==> src/rtl/dcrb_pkg.sv <==
`timescale 1ns / 1ps
// ----------------------------------------------------------------------------
// dcrb_pkg
// shared types and constants of the dma channel register block
// ----------------------------------------------------------------------------
package dcrb_pkg;

  localparam logic REQ_READ  = 1'b0;
  localparam logic REQ_WRITE = 1'b1;

  // register byte offsets
  localparam logic [3:0] OFS_SRC_LAST = 4'd3;
  localparam logic [3:0] OFS_DST_LAST = 4'd7;
  localparam logic [3:0] OFS_CNT_LO   = 4'd8;
  localparam logic [3:0] OFS_CNT_HI   = 4'd9;
  localparam logic [3:0] OFS_CTRL_LO  = 4'd10;
  localparam logic [3:0] OFS_CTRL_HI  = 4'd11;

  localparam logic [1:0] TIMING_IMMEDIATE = 2'd0;

  // result word, first member in the highest bits
  typedef struct packed {
    logic [1:0]  dest_step;
    logic [1:0]  source_step;
    logic        unit_size;
    logic [1:0]  timing_mode;
    logic        channel_enabled;
    logic [15:0] latched_count;
    logic [31:0] latched_dest;
    logic [31:0] latched_source;
    logic [1:0]  active_channel;
    logic        immediate_request;
    logic        transfer_armed;
    logic [7:0]  read_byte;
  } result_t;

  localparam int RESULT_W     = $bits(result_t);
  localparam int OUT_TDATA_W  = ((RESULT_W + 7) / 8) * 8;
  localparam int OUT_PAD_W    = OUT_TDATA_W - RESULT_W;
  localparam int IN_TDATA_W   = 16;

endpackage

==> src/rtl/dcrb_regs.sv <==
`timescale 1ns / 1ps
// ----------------------------------------------------------------------------
// dcrb_regs
// channel register file: byte writes, control read-back and enable latching
// ----------------------------------------------------------------------------
module dcrb_regs
  import dcrb_pkg::*;
(
  input  logic       clk,
  input  logic       rst,
  input  logic       accept,
  input  logic       req_type,
  input  logic [3:0] byte_offset,
  input  logic [7:0] write_byte,
  input  logic       cfg_we,
  input  logic [1:0] cfg_wdata,
  output result_t    result
);

  logic [31:0] source_address, source_address_next;
  logic [31:0] dest_address, dest_address_next;
  logic [15:0] count_word, count_word_next;
  logic [1:0]  dest_step_mode, dest_step_mode_next;
  logic [1:0]  source_step_mode, source_step_mode_next;
  logic        size_flag, size_flag_next;
  logic [1:0]  timing_code, timing_code_next;
  logic        repeat_flag, repeat_flag_next;
  logic        gamepak_flag, gamepak_flag_next;
  logic        irq_flag, irq_flag_next;
  logic        enable_flag, enable_flag_next;
  logic [31:0] source_latch, source_latch_next;
  logic [31:0] dest_latch, dest_latch_next;
  logic [15:0] count_latch, count_latch_next;
  logic [1:0]  channel_number;
  logic [7:0]  rd;
  logic        armed;

  always_comb begin
    source_address_next   = source_address;
    dest_address_next     = dest_address;
    count_word_next       = count_word;
    dest_step_mode_next   = dest_step_mode;
    source_step_mode_next = source_step_mode;
    size_flag_next        = size_flag;
    timing_code_next      = timing_code;
    repeat_flag_next      = repeat_flag;
    gamepak_flag_next     = gamepak_flag;
    irq_flag_next         = irq_flag;
    enable_flag_next      = enable_flag;
    source_latch_next     = source_latch;
    dest_latch_next       = dest_latch;
    count_latch_next      = count_latch;
    rd                    = 8'd0;
    armed                 = 1'b0;

    if (req_type == REQ_READ) begin
      unique case (byte_offset)
        OFS_CTRL_LO: rd = {source_step_mode[0], dest_step_mode, 5'd0};
        OFS_CTRL_HI: rd = {enable_flag, irq_flag, timing_code, gamepak_flag,
                           size_flag, repeat_flag, source_step_mode[1]};
        default:     rd = 8'd0;
      endcase
    end else begin
      priority if (byte_offset <= OFS_SRC_LAST) begin
        source_address_next[8 * byte_offset[1:0] +: 8] = write_byte;
      end else if (byte_offset <= OFS_DST_LAST) begin
        dest_address_next[8 * byte_offset[1:0] +: 8] = write_byte;
      end else if (byte_offset == OFS_CNT_LO) begin
        count_word_next[7:0] = write_byte;
      end else if (byte_offset == OFS_CNT_HI) begin
        count_word_next[15:8] = write_byte;
      end else if (byte_offset == OFS_CTRL_LO) begin
        dest_step_mode_next      = write_byte[6:5];
        source_step_mode_next[0] = write_byte[7];
      end else if (byte_offset == OFS_CTRL_HI) begin
        source_step_mode_next[1] = write_byte[0];
        repeat_flag_next         = write_byte[1];
        size_flag_next           = write_byte[2];
        gamepak_flag_next        = write_byte[3];
        timing_code_next         = write_byte[5:4];
        irq_flag_next            = write_byte[6];
        enable_flag_next         = write_byte[7];
        if (!enable_flag && write_byte[7]) begin
          armed             = 1'b1;
          source_latch_next = source_address;
          dest_latch_next   = dest_address;
          count_latch_next  = count_word;
        end
      end else begin
        // offsets past the register bytes are ignored
        armed = 1'b0;
      end
    end

    result.read_byte         = rd;
    result.transfer_armed    = armed;
    result.immediate_request = armed && (timing_code_next == TIMING_IMMEDIATE);
    result.active_channel    = (armed && (timing_code_next == TIMING_IMMEDIATE)) ?
                               channel_number : 2'd0;
    result.latched_source    = source_latch_next;
    result.latched_dest      = dest_latch_next;
    result.latched_count     = count_latch_next;
    result.channel_enabled   = enable_flag_next;
    result.timing_mode       = timing_code_next;
    result.unit_size         = size_flag_next;
    result.source_step       = source_step_mode_next;
    result.dest_step         = dest_step_mode_next;
  end

  always_ff @(posedge clk) begin
    if (rst) begin
      source_address   <= '0;
      dest_address     <= '0;
      count_word       <= '0;
      dest_step_mode   <= '0;
      source_step_mode <= '0;
      size_flag        <= 1'b0;
      timing_code      <= '0;
      repeat_flag      <= 1'b0;
      gamepak_flag     <= 1'b0;
      irq_flag         <= 1'b0;
      enable_flag      <= 1'b0;
      source_latch     <= '0;
      dest_latch       <= '0;
      count_latch      <= '0;
    end else if (accept) begin
      source_address   <= source_address_next;
      dest_address     <= dest_address_next;
      count_word       <= count_word_next;
      dest_step_mode   <= dest_step_mode_next;
      source_step_mode <= source_step_mode_next;
      size_flag        <= size_flag_next;
      timing_code      <= timing_code_next;
      repeat_flag      <= repeat_flag_next;
      gamepak_flag     <= gamepak_flag_next;
      irq_flag         <= irq_flag_next;
      enable_flag      <= enable_flag_next;
      source_latch     <= source_latch_next;
      dest_latch       <= dest_latch_next;
      count_latch      <= count_latch_next;
    end
  end

  always_ff @(posedge clk) begin
    if (rst) begin
      channel_number <= '0;
    end else if (cfg_we) begin
      channel_number <= cfg_wdata;
    end
  end

endmodule

==> src/rtl/dcrb_out_skid.sv <==
`timescale 1ns / 1ps
// ----------------------------------------------------------------------------
// dcrb_out_skid
// two-entry result buffer between the register file and the output stream
// ----------------------------------------------------------------------------
module dcrb_out_skid
  import dcrb_pkg::*;
(
  input  logic    clk,
  input  logic    rst,
  input  logic    in_valid,
  output logic    in_ready,
  input  result_t in_data,
  output logic    out_valid,
  input  logic    out_ready,
  output result_t out_data
);

  logic    main_valid;
  logic    skid_valid;
  result_t main_data;
  result_t skid_data;
  logic    push;
  logic    pop;

  assign in_ready  = !skid_valid;
  assign out_valid = main_valid;
  assign out_data  = main_data;
  assign push      = in_valid && in_ready;
  assign pop       = main_valid && out_ready;

  always_ff @(posedge clk) begin
    if (rst) begin
      main_valid <= 1'b0;
      skid_valid <= 1'b0;
    end else if (pop) begin
      if (skid_valid) begin
        skid_valid <= 1'b0;
      end else begin
        main_valid <= push;
      end
    end else if (push) begin
      if (!main_valid) begin
        main_valid <= 1'b1;
      end else begin
        skid_valid <= 1'b1;
      end
    end
  end

  always_ff @(posedge clk) begin
    if (pop) begin
      if (skid_valid) begin
        main_data <= skid_data;
      end else if (push) begin
        main_data <= in_data;
      end
    end else if (push) begin
      if (!main_valid) begin
        main_data <= in_data;
      end else begin
        skid_data <= in_data;
      end
    end
  end

endmodule

==> src/rtl/dma_channel_register_block_unit.sv <==
`timescale 1ns / 1ps
// ----------------------------------------------------------------------------
// dma_channel_register_block_unit
// byte-wide register front end of one dma channel
// ----------------------------------------------------------------------------
// Each bus access word is answered by one registered result word; a new word
// can be taken every cycle while the output buffer has room. The register file
// updates at acceptance and its result goes into a two-entry output buffer,
// so one more word is taken while a result waits and the input stalls only
// once both entries are full. Writing enable from 0 to 1 latches source,
// destination and count, and with immediate timing flags a start request
// carrying the configured channel number.
module dma_channel_register_block_unit
  import dcrb_pkg::*;
(
  input  logic                   clk,
  input  logic                   rst,
  input  logic                   cfg_we,
  input  logic [1:0]             cfg_wdata,     // channel_number
  input  logic                   s_axis_tvalid,
  output logic                   s_axis_tready,
  input  logic [IN_TDATA_W-1:0]  s_axis_tdata,  // byte_offset, write_byte
  input  logic                   s_axis_tuser,  // req_type
  output logic                   m_axis_tvalid,
  input  logic                   m_axis_tready,
  // read_byte, transfer_armed, immediate_request, active_channel,
  // latched_source, latched_dest, latched_count, channel_enabled,
  // timing_mode, unit_size, source_step, dest_step
  output logic [OUT_TDATA_W-1:0] m_axis_tdata
);

  logic    accept;
  result_t result;
  result_t out_word;

  assign accept = s_axis_tvalid && s_axis_tready;

  dcrb_regs u_regs (
    .clk         (clk),
    .rst         (rst),
    .accept      (accept),
    .req_type    (s_axis_tuser),
    .byte_offset (s_axis_tdata[3:0]),
    .write_byte  (s_axis_tdata[11:4]),
    .cfg_we      (cfg_we),
    .cfg_wdata   (cfg_wdata),
    .result      (result)
  );

  dcrb_out_skid u_skid (
    .clk       (clk),
    .rst       (rst),
    .in_valid  (s_axis_tvalid),
    .in_ready  (s_axis_tready),
    .in_data   (result),
    .out_valid (m_axis_tvalid),
    .out_ready (m_axis_tready),
    .out_data  (out_word)
  );

  assign m_axis_tdata = {{OUT_PAD_W{1'b0}}, out_word};

`ifndef SYNTHESIS
  a_stall_cause : assert property (@(posedge clk) disable iff (rst)
    $fell(s_axis_tready) |-> $past(m_axis_tvalid && !m_axis_tready))
    else $error("input stalled without a waiting result");

  a_immed_armed : assert property (@(posedge clk) disable iff (rst)
    m_axis_tvalid && out_word.immediate_request |-> out_word.transfer_armed)
    else $error("immediate request without arming");

  a_chan_only_immed : assert property (@(posedge clk) disable iff (rst)
    m_axis_tvalid && (out_word.active_channel != 2'd0) |-> out_word.immediate_request)
    else $error("channel reported without immediate request");

  a_armed_enabled : assert property (@(posedge clk) disable iff (rst)
    m_axis_tvalid && out_word.transfer_armed |-> out_word.channel_enabled)
    else $error("armed result with enable clear");
`endif

endmodule

==> config.mk <==
export PLATFORM = sky130hd
export DESIGN_NAME = dma_channel_register_block_unit
export DESIGN_NICKNAME = d
export VERILOG_FILES = /design/src/rtl/dcrb_pkg.sv /design/src/rtl/dcrb_regs.sv /design/src/rtl/dcrb_out_skid.sv /design/src/rtl/dma_channel_register_block_unit.sv
export SDC_FILE = /design/constraint.sdc
export NUM_CORES = 1
export LEC_CHECK = 0
export BUFFER_PORTS_ARGS = -buffer_cell sky130_fd_sc_hd__buf_2
export CORE_MARGIN = 3
export CORE_UTILIZATION = 25
export DETAILED_ROUTE_END_ITERATION = 10
export PLACE_DENSITY = 0.4
export SYNTH_ARGS = -nofsm -noshare
export SYNTH_HDL_FRONTEND = slang
export SYNTH_SLANG_ARGS = --single-unit
==> constraint.sdc <==
create_clock -name clk -period 8 [get_ports clk]
set_clock_uncertainty 0.05 [all_clocks]
set_input_delay 0.4 -clock clk [delete_from_list [all_inputs] [get_ports clk]]
set_output_delay 0.4 -clock clk [all_outputs]
set_load 0.01 [all_outputs]
# [After elaboration in Yosys (flattened, before gate mapping)]
# Index checks and enable logic that the tools add are counted.
[totals] reg_bits=375 inputBits=24 out_inout_bits=106 wordCells=158
[classes] addsub=1 order_cmp=2 n_eq_ne=6 n_shift=2 mux=80 n_bitwise=6 n_reduce_logical=19
[ops] op="32-bit two-way mux" count=16
[ops] op="100-bit two-way mux" count=5
[ops] op="16-bit two-way mux" count=8
[ops] op="32-bit bitwise mux" count=2
[ops] op="2-bit two-way mux" count=19
[ops] op="5-bit negator with 34-bit output" count=1
[ops] op="8-bit by 34-bit variable shift with 32-bit output, first input constant" count=1
[ops] op="8-bit by 34-bit indexed part select with 32-bit output" count=1
[ops] op="1-bit two-way mux" count=28
[ops] op="4-bit == test, second input constant" count=4
[ops] op="8-bit case mux with 2 select lines" count=1
[ops] op="3-bit AND reduction" count=3
[ops] op="8-bit two-way mux" count=1
[ops] op="8-bit AND reduction" count=1
[ops] op="1-bit inverter" count=6
[ops] op="6-bit AND reduction" count=1
[ops] op="5-bit AND reduction" count=1
[ops] op="4-bit by 2-bit less-or-equal comparator with 1-bit output, second input constant" count=1
[ops] op="4-bit by 3-bit less-or-equal comparator with 1-bit output, second input constant" count=1
[ops] op="1-bit logical AND" count=4
[ops] op="2-bit inequality test, second input constant" count=2
[ops] op="2-bit AND reduction" count=2
[ops] op="4-bit AND reduction" count=1
[ops] op="2-bit nonzero test" count=2
[ops] op="other kinds (3)" count=4

# [Longest topological paths before layout]
# Gate-level depths: netlist (run 1).
[depth] ltp_word=15 mapped_depth=9 depth_no_buf=5

# [By module]
# Synthesis (run 1) repeated with hierarchy kept, for this count alone.
[hier_totals] hier_cells=1261 area_unflattened_um2=16560.9
[by_module_without_submodules] mod="dcrb_regs" instances=1 cells_per_inst=929 area_per_inst_um2=9137.5 seq_area_each_um2=3463.3
[by_module_without_submodules] mod="dcrb_out_skid" instances=1 cells_per_inst=326 area_per_inst_um2=7383.3 seq_area_each_um2=6045.8
[by_module_without_submodules] mod="dma_channel_register_block_unit" instances=1 cells_per_inst=6 area_per_inst_um2=40.0 seq_area_each_um2=0.0

# [Worst setup path after synthesis (run 1)]
# Ideal clock, no wire load.
[synth_timing] path_type="reg2reg" start="register u_skid.skid_valid" end="register u_skid.main_data, in the netlist u_skid.out_data[0] (enable)" setup_time_ns=0.562 arrival_time_ns=4.940 t_required_ns=7.388 path_slack_ns=2.448 stages_incl_launch_ff=6 n_path_buf=2 synth_period_minus_slack_ns=5.552 path_cell_list="dfxtp_1 buf_4 buf_4 nor2_1 a21oi_1 nor2_1"
[synth_between] elab_chain_len=4 word_cells_on_any_way=5 cone_classes="reduce/logical (5)"
[synth_rtl] item="start, declared" line_no="dcrb_out_skid.sv:20" source="logic skid_valid;"
[synth_rtl] item="start signal, assigned" line_no="dcrb_out_skid.sv:35" source="skid_valid <= 1'b0;"
[synth_rtl] item="start signal, assigned" line_no="dcrb_out_skid.sv:38" source="skid_valid <= 1'b0;"
[synth_rtl] item="start signal, assigned" line_no="dcrb_out_skid.sv:46" source="skid_valid <= 1'b1;"
[synth_rtl] item="1-bit logical NOT" line_no="dcrb_out_skid.sv:26" source="assign in_ready = !skid_valid;"
[synth_rtl] item="1-bit logical AND" line_no="dcrb_out_skid.sv:29" source="assign push = in_valid && in_ready;"
[synth_rtl] item="2-bit nonzero test (no source line)"
[synth_rtl] item="3-bit AND reduction (no source line) *"
[synth_rtl] item="end signal, assigned" line_no="dcrb_out_skid.sv:54" source="main_data <= skid_data;"
[synth_rtl] item="end signal, assigned" line_no="dcrb_out_skid.sv:56" source="main_data <= in_data;"
[synth_rtl] item="end signal, assigned" line_no="dcrb_out_skid.sv:60" source="main_data <= in_data;"
[synth_rtl] item="end, declared" line_no="dcrb_out_skid.sv:21" source="result_t main_data;"
# Every way passes the cells marked *; elsewhere a longest branch is shown, timed or not.
# A chain may end at the register's enable or synchronous reset.

# [Final worst setup path (run 1)]
[layout_timing] start="input port s_axis_tdata[1]" end="register u_regs.source_address[14]"
[layout_between] elab_chain_len=3 word_cells_on_any_way=6 cone_classes="add/sub (1); order compare (1); shift (2); mux (1); reduce/logical (1)"
[layout_rtl] item="start, declared" line_no="dma_channel_register_block_unit.sv:22" source="input logic [IN_TDATA_W-1:0] s_axis_tdata,"
[layout_rtl] item="5-bit negator with 34-bit output" line_no="dcrb_regs.sv:65" source="source_address_next[8 * byte_offset[1:0] +: 8] = write_byte;"
[layout_rtl] item="8-bit by 34-bit indexed part select with 32-bit output / 8-bit by 34-bit variable shift with 32-bit output (equally long branches)" line_no="dcrb_regs.sv:65"
[layout_rtl] item="32-bit bitwise mux" line_no="dcrb_regs.sv:65"
[layout_rtl] item="end signal, assigned" line_no="dcrb_regs.sv:127" source="source_address <= source_address_next;"
[layout_rtl] item="end, declared" line_no="dcrb_regs.sv:20" source="logic [31:0] source_address, source_address_next;"
# Parallel ways exist; a longest one is shown, timed or not.

==> results of run 1 <==
## cell usage after synthesis (6+ instances only)
cell	number
nor2_1	96
buf_6	13
nor2b_1	6
a21oi_1	174
a31oi_1	88
buf_4	18
buf_2	68
clkbuf_1	99
o21ai_0	87
mux2_2	8
o31ai_1	166
nand3_1	25
buf_1	13
edfxtp_1	200
nand4_1	235
dfxtp_1	175
and2_1	6
ha_1	6
nand2_1	96
## routing by layer
metal  vias to the layer above  part of all wire [%]
met1                      6655                    47
met4                         6                   2.1
met2                       438                    44
li1                       6343                     -
met3                        81                   6.4
met5                         -                 0.085
## kinds of logic (layout without fill, tap and decap cells)
| family | after synthesis | after routing | synth area share, % |
|---|---|---|---|
| and+or+nand+nor | 501 | 501 | 16.4 |
| muxes | 10 | 10 | 0.657 |
| buffers and inverters | 218 | 237 | 6.39 |
| other | 1 | 6 | 0.0224 |
| AOI/OAI and AO/OA | 530 | 530 | 19.3 |
| DFF | 375 | 375 | 56.8 |
| adders and majority gates | 6 | 6 | 0.448 |
## placed cells by master, fill, tap and decap left out, types with 3 or more instances in the layout
| master | instances |
|---|---|
| nand2_1 | 96 |
| edfxtp_1 | 200 |
| o21ai_1 | 3 |
| nand4_1 | 235 |
| nor2_1 | 95 |
| a22oi_1 | 3 |
| o31ai_1 | 166 |
| conb_1 | 4 |
| a21oi_1 | 174 |
| clkinv_2 | 10 |
| clkinv_1 | 8 |
| buf_4 | 25 |
| mux2_2 | 8 |
| clkbuf_1 | 14 |
| nor3b_2 | 3 |
| clkbuf_16 | 48 |
| nor2b_1 | 5 |
| dfxtp_1 | 175 |
| o41ai_1 | 3 |
| nand3_1 | 24 |
| buf_2 | 120 |
| nand2b_1 | 5 |
| ha_1 | 5 |
| inv_1 | 5 |
| o21ai_0 | 87 |
| o31ai_2 | 5 |
| nand4bb_4 | 3 |
| a31oi_1 | 88 |
| and2_1 | 6 |
## where the power goes
part	switching, µW	internal, µW
Clock	843	1170
Sequential	17.0	2080
Combinational	255	57.0
## final timing paths
kind | startpoint | end | cells past startpoint
max | s_axis_tdata[1] | u_regs.source_address[14]$_SDFFE_PP0P_ | 7
min | cfg_we | u_regs.channel_number[0]$_SDFFE_PP0P_ | 3
max reg2reg | u_skid.skid_valid$_SDFFE_PP0P_ | u_skid.out_data[42]$_DFFE_PP_ | 5
min reg2reg | u_regs.count_latch[6]$_SDFFE_PP0P_ | u_regs.count_latch[6]$_SDFFE_PP0P_ | 2
## worst max-delay path, delay by kind of cell
family	cells	cell delay (ps)
and+or+nand+nor	2	1330
buffers and inverters	3	1050
adders and majority gates	1	730
AOI/OAI and AO/OA	1	180
## area by class of cell
type / instances / area, µm²
Fill cell: 6885 / 46900
Sequential cell: 375 / 9510
Multi-Input combinational cell: 1051 / 6310
Clock buffer: 63 / 1270
Tap cell: 864 / 1080
Timing Repair Buffer: 147 / 808
Clock inverter: 22 / 156
Inverter: 5 / 18.8
Antenna cell: 2 / 5.00
## sequential cells by signal, summed over array words and instances, names as in the netlist, 16 cells and up
register               count
u_skid.out_data          100
u_skid.skid_data         100
u_regs.dest_address       32
u_regs.dest_latch         32
u_regs.source_address     32
u_regs.source_latch       32
u_regs.count_latch        16
u_regs.count_word         16
## stage by stage
step,cells,worst slack [ps]
6_report,2529,4710
5_1_grt,2528,4480
4_1_cts,2527,4740
3_5_place_dp,2440,4130
3_3_place_gp,2440,4200
2_1_floorplan,1644,2450
## what timing repair did
action,in CTS,in global routing
hold buffers,2,0
hold endpoints to repair,2,0
gates resized for setup,0,0
==> results by group, run 1 <==
Status
  – Status: completed

GRT
  – Global-route met2 utilization: 23.5%
  – Total grt overflow: 0
  – Initial antenna violation count: 8
  – Layer with the highest usage: met2
  – Met3 Use GR: 3.35%
  – Met1 Track Usage GR: 22.1%
  – Vias in the first global route: 12,900
  – Global-route wire length before repair: 84,000 µm
  – Largest net degree at the start of global routing: 106
  – Total track usage: 15.5%

Critical path
  – Critical path launch point type: primary input
  – Critical path data required time: 8440 ps
  – Setup CP Type: primary input to register
  – Flop2flop setup slack: 4870 ps
  – Crit end category: register
  – CP peak stage delay: 1150 ps
  – Crit-path cells: buf_2 -> inv_1 -> ha_2 -> buf_4 -> nor2b_1 -> nand4_1 -> a21oi_1
  – WP data arrival: 3730 ps
  – Max FO, Critical Path: 61
  – Critical path's slowest cell: nor2b_1

Power
  – Pleak: 0.00667 µW
  – Peak supply drop: 115 µV
  – PnR Total Power: 4420 µW
  – PwrDens: 231 nW/µm²

Clock network
  – Skew-Pair Late Insertion Delay: 580 ps
  – Clock slew at reported path FFs: 60 ps
  – CTS tree: done
  – Post-CTS setup buffers: 0
  – CTS Buf Count: 46
  – Clock tree sinks: 375
  – H-tree depth: 2
  – Clock Path Buffers: 3
  – Root buf cell: clkbuf_16

Detailed routing
  – Post-DR wirelength/cell: 22.3 µm
  – Vias per cell: 5.35
  – DRC viols: 0
  – First DRT Iteration DRCs: 1,109
  – WL final: 56,300 µm
  – Vias after detailed routing: 13,500
  – Antenna Violating Nets Remaining: 0
  – First drt pass iteration count: 6

Synth
  – Flops & latches, synth: 375
  – Sequential fraction of the synthesis area: 56.8%
  – Yosys cell types: 46
  – Main area contributors after synthesis: edfxtp_1 36%, dfxtp_1 21%, nand4_1 8.8%, o31ai_1 7.4%, a21oi_1 5.2%
  – Synth area leader: edfxtp_1
  – Post-Synthesis Cells: 1,641
  – Synth Area per Inst: 10.2 µm²
  – Post-synth top area share: 35.8%
  – YS warnings: 0
  – Post-synthesis async set-or-reset flop share: 0%
  – Synth Flop Type: edfxtp_1
  – EDFF count, synth: 200
  – Mapped Area: 16,800 µm²

Timing
  – Final min period: 3290 ps
  – Period utilisation layout: 41.2%
  – Endpoints failing hold: 0
  – Relative slew margins: 8.38%
  – Final Max Slew Viols: 0
  – Hold WS: 57.3 ps
  – Setup TNS: 0 ps
  – Final setup vio count: 0
  – Slew @ Worst Pin: 1370 ps
  – Max Freq: 0.304 GHz
  – RSZ-0062 raised after global routing: false

Floorplan
  – Die Ht: 265 µm
  – Core region area: 66,100 µm²
  – I/O pins: 130
  – Die Area: 70,200 µm²
  – Row count: 94
  – Initial Utilization: 25.4%
  – Die W: 265 µm

Finish
  – Synth-to-layout area growth: 14.3%
  – Final core area utilization: 29.0%
  – Cell area after layout: 19,200 µm²
  – Layout cells sized above 1: 14.6%
  – Layout Nets: 1,656

Place
  – Detail Placement HPWL: 30,500 µm
  – Routability Congestion: 0.720
  – IO Port Bufs: 121
  – Cell Area, Placed: 17,700 µm²

Hold path
  – Hold WC Path Type: primary input to register

Flow run
  – Max Cap Violations: 0
Note: power is estimated with default switching activity, not from simulation.
==> inputs of run 2 (changes only) <==
clock period = 3.4 ns   (was 8 ns; I/O delays follow)
==> run 2 against run 1 <==
  * Flip-flop and latch count stayed put
  * Worst setup slack worse by 3700 ps
  * Combinational power is 140% higher
  * Final cell count is 1.0% higher
  * Critical endpoint is now u_skid.out_data[82]$_DFFE_PP_
  * Sequential share of layout area is 0.87 points lower
  * Hold slack worse by 17 ps
  * Total power is 140% higher
  * Register-to-register slack worse by 3900 ps
==> results by group, run 2 (synthesis gave the netlist of run 1 again) <==
Critical path
  – Worst r2r path cells: 4 (-1)
  – Worst path top cell family by delay: compound AO/OA/AOI/OAI gates
  – Crit end category: register
  – Crit path depth: 4 (-3)
  – Setup crit end: u_skid.out_data[82]$_DFFE_PP_
  – Critical path launch point type: register
  – Crit-path cells: nand4bb_4 -> buf_4 -> o31ai_1 -> a31oi_1
  – Critical path data required time: 3640 ps (-4800 ps)
  – R2r endpoint: u_skid.out_data[82]$_DFFE_PP_
  – Flop2flop setup slack: 1010 ps (-3860 ps)
  – Critical path launch point: u_regs.enable_flag$_SDFFE_PP0P_
  – Reg2reg start: u_regs.enable_flag$_SDFFE_PP0P_
  – CP peak stage delay: 530 ps (-620 ps)
  – Setup CP Type: register to register
  – Max FO, Critical Path: 48 (-21%)
  – Worst path bufs/invs: 1 (-2)
  – WP data arrival: 2630 ps (-1100 ps)
  – Critical path's slowest cell: nand4bb_4

Timing
  – Setup TNS: 0 ps (unchanged)
  – Slew @ Worst Pin: 1150 ps (-225 ps)
  – Endpoints failing hold: 0 (unchanged)
  – Final setup vio count: 0 (unchanged)
  – Final setup margin: 1010 ps (-3700 ps)
  – RSZ-0062 raised after global routing: false
  – Final Max Slew Viols: 0 (unchanged)
  – Relative slew margins: 23.2% (+15 points)
  – Max Freq: 0.418 GHz
  – Period utilisation layout: 70.3%
  – Final min period: 2390 ps

Hold path
  – Hold WC Path Type: primary input to register

Floorplan
  – Row count: 94 (unchanged)
  – I/O pins: 130 (unchanged)
  – Die Area: 70,200 µm² (unchanged)
  – Die Ht: 265 µm (unchanged)
  – Initial Utilization: 25.4% (unchanged)
  – Core region area: 66,100 µm² (unchanged)
  – Die W: 265 µm (unchanged)

Finish
  – Cell area after layout: 19,500 µm² (+1.8%)
  – Final core area utilization: 29.5% (+0.51 points)
  – Final std cells w/o fill: 2,555 (+1.0%)
  – Layout cells sized above 1: 16.0% (+1.4 points)
  – Commonest non-fill, non-tap cell in the layout: nand4_1
  – Most frequent cells in the layout: 235 x nand4_1, 200 x edfxtp_1, 175 x dfxtp_1
  – Synth-to-layout area growth: 16.4%
  – Layout Nets: 1,682 (+1.6%)
  – Fillers: 6,923 (+0.55%)

Detailed routing
  – Vias per cell: 5.29 (-1.0%)
  – Post-DR wirelength/cell: 21.8 µm (-1.9%)
  – First drt pass iteration count: 5 (-1)
  – DRC viols: 0 (unchanged)
  – Vias after detailed routing: 13,500 (+0.015%)
  – First DRT Iteration DRCs: 1,244 (+12%)
  – WL final: 55,800 µm (-0.92%)
  – Antenna Violating Nets Remaining: 0 (unchanged)

Clock network
  – CTS tree: done
  – Root buf cell: clkbuf_16
  – Clock Path Buffers: 3 (unchanged)
  – Post-CTS setup buffers: 0 (unchanged)
  – H-tree depth: 2 (unchanged)
  – Skew-Pair Late Insertion Delay: 580 ps (about the same)
  – Clock tree sinks: 375 (unchanged)
  – Clock slew at reported path FFs: 60 ps (about the same)
  – CTS Buf Count: 47 (+2.2%)

Power
  – Part of the power in registers: 47.0% (-0.4 points)
  – PwrDens: 538 nW/µm² (+130%)
  – Sw Share: 25.2% (about the same)
  – Psw: 2650 µW (+140%)
  – Gate power share: 7.2% (about the same)
  – Peak supply drop: 313 µV (+170%)
  – Int Pwr: 7840 µW (+140%)
  – Clk network pwr share: 45.7% (about the same)
  – Pleak: 0.00686 µW (+2.9%)

GRT
  – Layer with the highest usage: met2
  – Total grt overflow: 0 (unchanged)
  – Met1 Track Usage GR: 21.9% (-0.26 points)
  – Vias in the first global route: 13,400 (+3.8%)
  – Total track usage: 15.5% (+0.040 points)
  – Global-route wire length before repair: 85,000 µm (+1.1%)
  – Largest net degree at the start of global routing: 176 (+66%)
  – Met3 Use GR: 3.61% (+0.26 points)
  – Initial antenna violation count: 8 (unchanged)
  – Global-route met2 utilization: 23.9% (+0.37 points)

Status
  – Status: completed

Place
  – Cell Area, Placed: 18,000 µm² (+1.5%)
  – Routability Congestion: 0.724 (+0.54%)
  – Place WS: 772 ps (-3360 ps)
  – Placed Cells: 2,461 (+0.86%)
  – IO Port Bufs: 121 (unchanged)
  – Detail Placement HPWL: 31,800 µm (+4.1%)

Flow run
  – Max Cap Violations: 0 (unchanged)
-- run 2: cell types whose count changed in the layout (fill, tap and decap cells not counted) --
cell	delta
buf_12	+8
clkinvlp_4	-1
buf_4	+13
clkinv_2	+1
diode_2	+1
clkinv_4	+1
clkinv_1	-5
clkbuf_8	+4
dlygate4sd3_1	+4
inv_6	+1
bufinv_16	-2
clkbuf_16	+2
inv_4	+1
clkbuf_1	-2
-- run 2: worst min-delay path by stage --
stage	end	cells after the start	slack (ps)	startpoint
2_1_floorplan	u_skid.skid_valid$_SDFFE_PP0P_	1	220	m_axis_tready
3_3_place_gp	u_regs.channel_number[1]$_SDFFE_PP0P_	3	360	cfg_wdata[1]
3_5_place_dp	u_regs.channel_number[1]$_SDFFE_PP0P_	3	370	cfg_wdata[1]
4_1_cts	u_regs.dest_address[26]$_SDFFE_PP0P_	3	10	s_axis_tdata[6]
5_1_grt	u_regs.dest_address[26]$_SDFFE_PP0P_	3	20	s_axis_tdata[6]
6_report	u_regs.dest_address[26]$_SDFFE_PP0P_	3	40	s_axis_tdata[6]
-- run 2: timing repair --
item                      4_1_cts  5_1_grt
hold endpoints to repair        6        0
resized for setup               0        0
hold buffers                    6        0
-- run 2: power by group through the flow --
stage	clock network (µW)	logic, µW	registers, µW
floorplan	0	385	5060
global placement	0	755	5030
detailed placement	0	761	5030
CTS	4960	768	4940
global route	5150	814	4940
finish	4790	758	4930
-- run 2: metrics by stage --
stage	power, µW	hold slack, ps
after floorplan	5450	220
after global placement	5790	355
after detailed placement	5790	373
after CTS	10700	11.1
after global routing	10900	24.2
final	10500	40.0
-- run 2: final cells by class --
cell class	instances	area, µm²	area share [%]
diodes	3	7.51	0.0385
clock buffers	67	1370	7.00
clock inverters	18	98.8	0.507
inverters	5	18.8	0.0963
multi-input cells	1051	6310	32.4
flip-flops and latches	375	9510	48.8
well taps	864	1080	5.54
repair buffers	172	1110	5.67
-- run 2: worst min-delay path, delay by kind of cell --
kind | cells | cell delay (ps)
buf+inv | 1 | 250
simple gates | 1 | 130
compound gates | 1 | 60
-- run 2: layer usage --
layer / up-vias / share of wire (%)
met1: 6688 / 48
met4: 8 / 2.2
met2: 350 / 44
met3: 88 / 6.0
met5: - / 0.088
li1: 6391 / -
